**config.mk**
```make
export PLATFORM = sky130hd
export DESIGN_NAME = ffdl_ctrl
export DESIGN_NICKNAME = d
export VERILOG_FILES = /design/src/hdl/ffdl_pkg.sv /design/src/hdl/ffdl_ctrl.sv
export SDC_FILE = /design/constraint.sdc
export NUM_CORES = 1
export LEC_CHECK = 0
export BUFFER_PORTS_ARGS = -buffer_cell sky130_fd_sc_hd__buf_2
export CORE_AREA = 2 2 39 41
export DETAILED_ROUTE_END_ITERATION = 7
export DIE_AREA = 0 0 41 43
export SYNTH_ARGS = -nofsm -noshare
export SYNTH_HDL_FRONTEND = slang
export SYNTH_SLANG_ARGS = --single-unit
```
**constraint.sdc**
```tcl
create_clock -name clk -period 0.9 [get_ports clk]
set_input_delay 0.135 -clock clk [delete_from_list [all_inputs] [get_ports clk]]
set_output_delay 0.135 -clock clk [all_outputs]
set_load 0.005 [all_outputs]
```
**src/hdl/ffdl_pkg.sv**
```systemverilog
package ffdl_pkg;

    localparam int SAMPLE_W      = 16;
    localparam int LINE_LENGTH_W = 13;
    localparam int DELAY_W       = 29;
    localparam int GAIN_W        = 16;
    localparam int CFG_INDEX_W   = 2;
    localparam int CFG_DATA_W    = 29;

    localparam logic [CFG_INDEX_W-1:0] REG_LINE_LENGTH   = 2'd0;
    localparam logic [CFG_INDEX_W-1:0] REG_DELAY_SAMPLES = 2'd1;
    localparam logic [CFG_INDEX_W-1:0] REG_FEEDBACK_GAIN = 2'd2;

    localparam logic [DELAY_W-1:0] DELAY_RESET = 29'd268369920;

    typedef enum logic [2:0] {
        ST_CLEAR,
        ST_IDLE,
        ST_ADDR,
        ST_READ,
        ST_MUL1,
        ST_MUL2,
        ST_MUL3,
        ST_WB
    } ctrl_state_t;

    typedef struct packed {
        logic clear;
        logic accept;
        logic addr;
        logic rd;
        logic mul1;
        logic mul2;
        logic mul3;
        logic wb;
    } dp_cmd_t;

    typedef struct packed {
        logic clear_done;
        logic out_free;
    } dp_status_t;

    function automatic logic signed [SAMPLE_W-1:0] sat16(input logic signed [18:0] v);
        logic signed [SAMPLE_W-1:0] r;
        if (v > 19'sd32767)
        begin
            r = 16'sh7fff;
        end
        else if (v < -19'sd32768)
        begin
            r = 16'sh8000;
        end
        else
        begin
            r = v[SAMPLE_W-1:0];
        end
        return r;
    endfunction

endpackage

```
**src/hdl/ffdl_ctrl.sv**
```systemverilog
module ffdl_ctrl (
    input  logic                 clk,
    input  logic                 rst_n,
    input  logic                 s_valid,
    output logic                 s_ready,
    input  ffdl_pkg::dp_status_t status,
    output ffdl_pkg::dp_cmd_t    cmd
);
    import ffdl_pkg::*;

    ctrl_state_t state_reg;
    ctrl_state_t state_next;

    always_ff @(posedge clk or negedge rst_n)
    begin
        if (!rst_n)
        begin
            state_reg <= ST_CLEAR;
        end
        else
        begin
            state_reg <= state_next;
        end
    end

    always_comb
    begin
        state_next = state_reg;
        cmd        = '0;
        s_ready    = 1'b0;
        case (state_reg)
            ST_CLEAR:
            begin
                cmd.clear = 1'b1;
                if (status.clear_done)
                begin
                    state_next = ST_IDLE;
                end
            end
            ST_IDLE:
            begin
                s_ready = 1'b1;
                if (s_valid)
                begin
                    cmd.accept = 1'b1;
                    state_next = ST_ADDR;
                end
            end
            ST_ADDR:
            begin
                cmd.addr   = 1'b1;
                state_next = ST_READ;
            end
            ST_READ:
            begin
                cmd.rd     = 1'b1;
                state_next = ST_MUL1;
            end
            ST_MUL1:
            begin
                cmd.mul1   = 1'b1;
                state_next = ST_MUL2;
            end
            ST_MUL2:
            begin
                cmd.mul2   = 1'b1;
                state_next = ST_MUL3;
            end
            ST_MUL3:
            begin
                cmd.mul3   = 1'b1;
                state_next = ST_WB;
            end
            ST_WB:
            begin
                if (status.out_free)
                begin
                    cmd.wb     = 1'b1;
                    state_next = ST_IDLE;
                end
            end
            default:
            begin
                state_next = ST_IDLE;
            end
        endcase
    end

endmodule

```
==> out/qor.txt <==
CTS tree = yes
Initial antenna violation count = 0
Crit path from = state_reg[1]
Die width = 41 µm
Cells after Synth = 26
CTS H-Tree Depth = 1
Max FO, Critical Path = 4
CTS root buf = clkbuf_4
Core ar. = 1380 µm²
WL final = 757 µm
Buf/Inv on CP = 2
Unrepaired setup endpoints after global routing = true
First-pass GRT wire length = 1150 µm
Synth unique cells = 19
Clk pin slew, worst setup/hold paths = 0.04 ns
WL per Instance = 11.1 µm
Max FFs per register = 3
Core Rows = 14
Failing checks = negative setup slack
Crit start category = flip-flop
Crit path to = cmd[2]
GR Util met3 = 0.0314
Crit-path max cell delay = 0.44 ns
Hold Vio Cnt, Final = 0
Io pins = 14
Vias = 288
Initial core utilization = 0.208
Worst setup margin = -0.371 ns
GRT overflow = 0
Clock buffer depth = 2
First-pass iteration count of the detailed router = 2
Die height = 43 µm
CP Capture Type = output pin
Syn Nets = 31
Number of global-route vias before repair = 264
Area Overhead vs Synth = 78.3%
Fill cells = 150
Nets = 58
Synth warn = 0
Period minus WS final = 1.27 ns
Syn Area/Cell = 11.1 µm²
Seq/Total Area, Yosys = 0.261
Final antenna-violating net count = 0
Worst EP arrival = 1.14 ns
Status = finished with violations
HPWL Detailed = 423 µm
CP top delay family = flip-flops
Area of the mapped netlist = 288 µm²
Worst skew pair latency = 0.23 ns
Synthesis-stage register bit count = 3
Sink Count = 3
GRT Max-Usage Layer = met2
Final period utilization = 1.41
Peak Freq = 787 MHz
Die ar. = 1760 µm²
Layout cell share with drive strength beyond 1 = 0.808
Hold WC Path Type = in -> reg
MaxCap Viol Count = 0
Met2 Use GR = 0.144
CP max-delay cell = dfrtp_2
Reg2Reg Setup Slack = -0.30 ns
Finished Core Util = 0.371
DRC errors left = 0
Met1 Resource Use GR = 0.123
Maximum vdd ir drop = 1.35 mV
R2r endpoint = state_reg[0]
Drt via density = 4.24
PwrDens = 3530 nW/µm²
Final Setup Violations = 12
Final max-slew violation count = 0
Total Power = 1.81 mW
Leak = 0.248 nW
R2r worst-path depth = 3
DR iter-0 viols = 5
Buffers on Ports = 13
Largest net degree at the start of global routing = 9
Crit path depth = 4
WP data required = 0.76 ns
Ant. Diodes = 0
CP cell instances = buf_12 > nor2b_4 > and2_4 > buf_6
Worst Skew = 0.00122 ns
Worst Tran Pin Value = 0.242 ns
R2R Path Start = state_reg[2]
Gpl congestion = 0.648
TritonCTS buffer count = 3
GR Util All Layers = 0.109
Critical path type = reg -> out
Rel. slew slack = 0.837
==> worst register-to-register path: cells and delay by family (launching register included) <==
family | cells | cell delay, ns
AO/OA/AOI/OAI | 1 | 0.22
buffers and inverters | 1 | 0.19
AND/OR/NAND/NOR | 1 | 0.24
flip-flops | 1 | 0.46
==> metal layers <==
layer | up-vias | share of wire
met4 | 0 | 0.026
met2 | 15 | 0.46
met1 | 130 | 0.45
met3 | 2 | 0.063
li1 | 141 | -
met5 | - | 0
==> worst min path at each step <==
stage               startpoint      endpoint  slack [ns]  cells past startpoint
floorplan                rst_n  state_reg[0]       -0.16                      0
global route         status[0]  state_reg[1]        0.21                      3
finish               status[0]  state_reg[1]        0.20                      3
global placement         rst_n  state_reg[1]       -0.07                      1
CTS                  status[0]  state_reg[1]        0.20                      3
detailed placement       rst_n  state_reg[2]       -0.07                      1
==> metrics by stage <==
step                      setup TNS (ns)  instances  cell area, µm²  setup slack, ns  hold slack (ns)
after floorplan                   -0.203         26             293          -0.0889           -0.161
after global placement             -2.10         56             374           -0.227          -0.0660
after detailed placement           -2.27         56             374           -0.237          -0.0667
after CTS                          -3.73         66             484           -0.371            0.195
after global routing               -3.99         68             513           -0.415            0.206
final                              -3.55         68             513           -0.371            0.202
==> cell type report <==
type,count,area [µm²],share of cell area
Clock buffer,4,26.3,0.0512
Inverter,1,3.75,0.00732
Multi-Input combinational cell,19,188,0.366
Sequential cell,3,78.8,0.154
Tap cell,16,20.0,0.0390
Timing Repair Buffer,25,196,0.383
==> logic make-up (layout without fill, tap and decap cells) <==
| group | count (synthesis) | in the layout | synth area share |
|---|---|---|---|
| and+or+nand+nor | 16 | 16 | 0.496 |
| buffers and inverters | 4 | 30 | 0.130 |
| AOI/OAI and AO/OA | 3 | 3 | 0.113 |
| DFF | 3 | 3 | 0.261 |
==> cell usage in the layout (no fill, tap or decap), drive strengths merged <==
cell / Yosys / layout
buf: 3 / 24
and2: 4 / 4
clkbuf: 0 / 4
dfrtp: 3 / 3
nor3b: 3 / 3
a211oi: 2 / 2
and3b: 2 / 2
nor2b: 1 / 1
nor2: 1 / 1
nand4: 1 / 1
inv: 1 / 1
nor3: 1 / 1
nand2b: 1 / 1
or2: 1 / 1
nor4: 1 / 1
o21a: 1 / 1
dlygate4sd3: 0 / 1
==> power breakdown <==
| group | switching (mW) | internal, mW | total (mW) |
|---|---|---|---|
| sequential | 0.126 | 0.215 | 0.341 |
| combinational | 0.424 | 0.805 | 1.23 |
| clock | 0.0733 | 0.166 | 0.240 |
| total | 0.624 | 1.19 | 1.81 |
==> Yosys cell counts <==
library cell  n  area (µm²)
and3b_4       1        12.5
dfrtp_1       3        75.1
nor2b_4       1        13.8
or2_1         1        6.26
nor3b_1       1        7.51
a211oi_2      2        25.0
nor2_1        1        3.75
inv_1         1        3.75
nand2b_1      1        6.26
nor3_1        1        5.00
nor3b_4       1        18.8
and3b_2       1        10.0
and2_2        2        15.0
o21a_1        1        7.51
buf_6         3        33.8
nor4_2        1        12.5
nand4_1       1        6.26
nor3b_2       1        12.5
and2_1        2        12.5
==> repair_timing <==
| action | 4_1_cts | 5_1_grt |
|---|---|---|
| setup buffers | 5 | 3 |
| pin swaps | 1 | 4 |
| gates resized for setup | 9 | 4 |
| hold endpoints to repair | 3 | 0 |
| hold buffers | 1 | 0 |
| endpoints found under the setup margin | 12 | 12 |
Power figures use the tool's default switching activity.
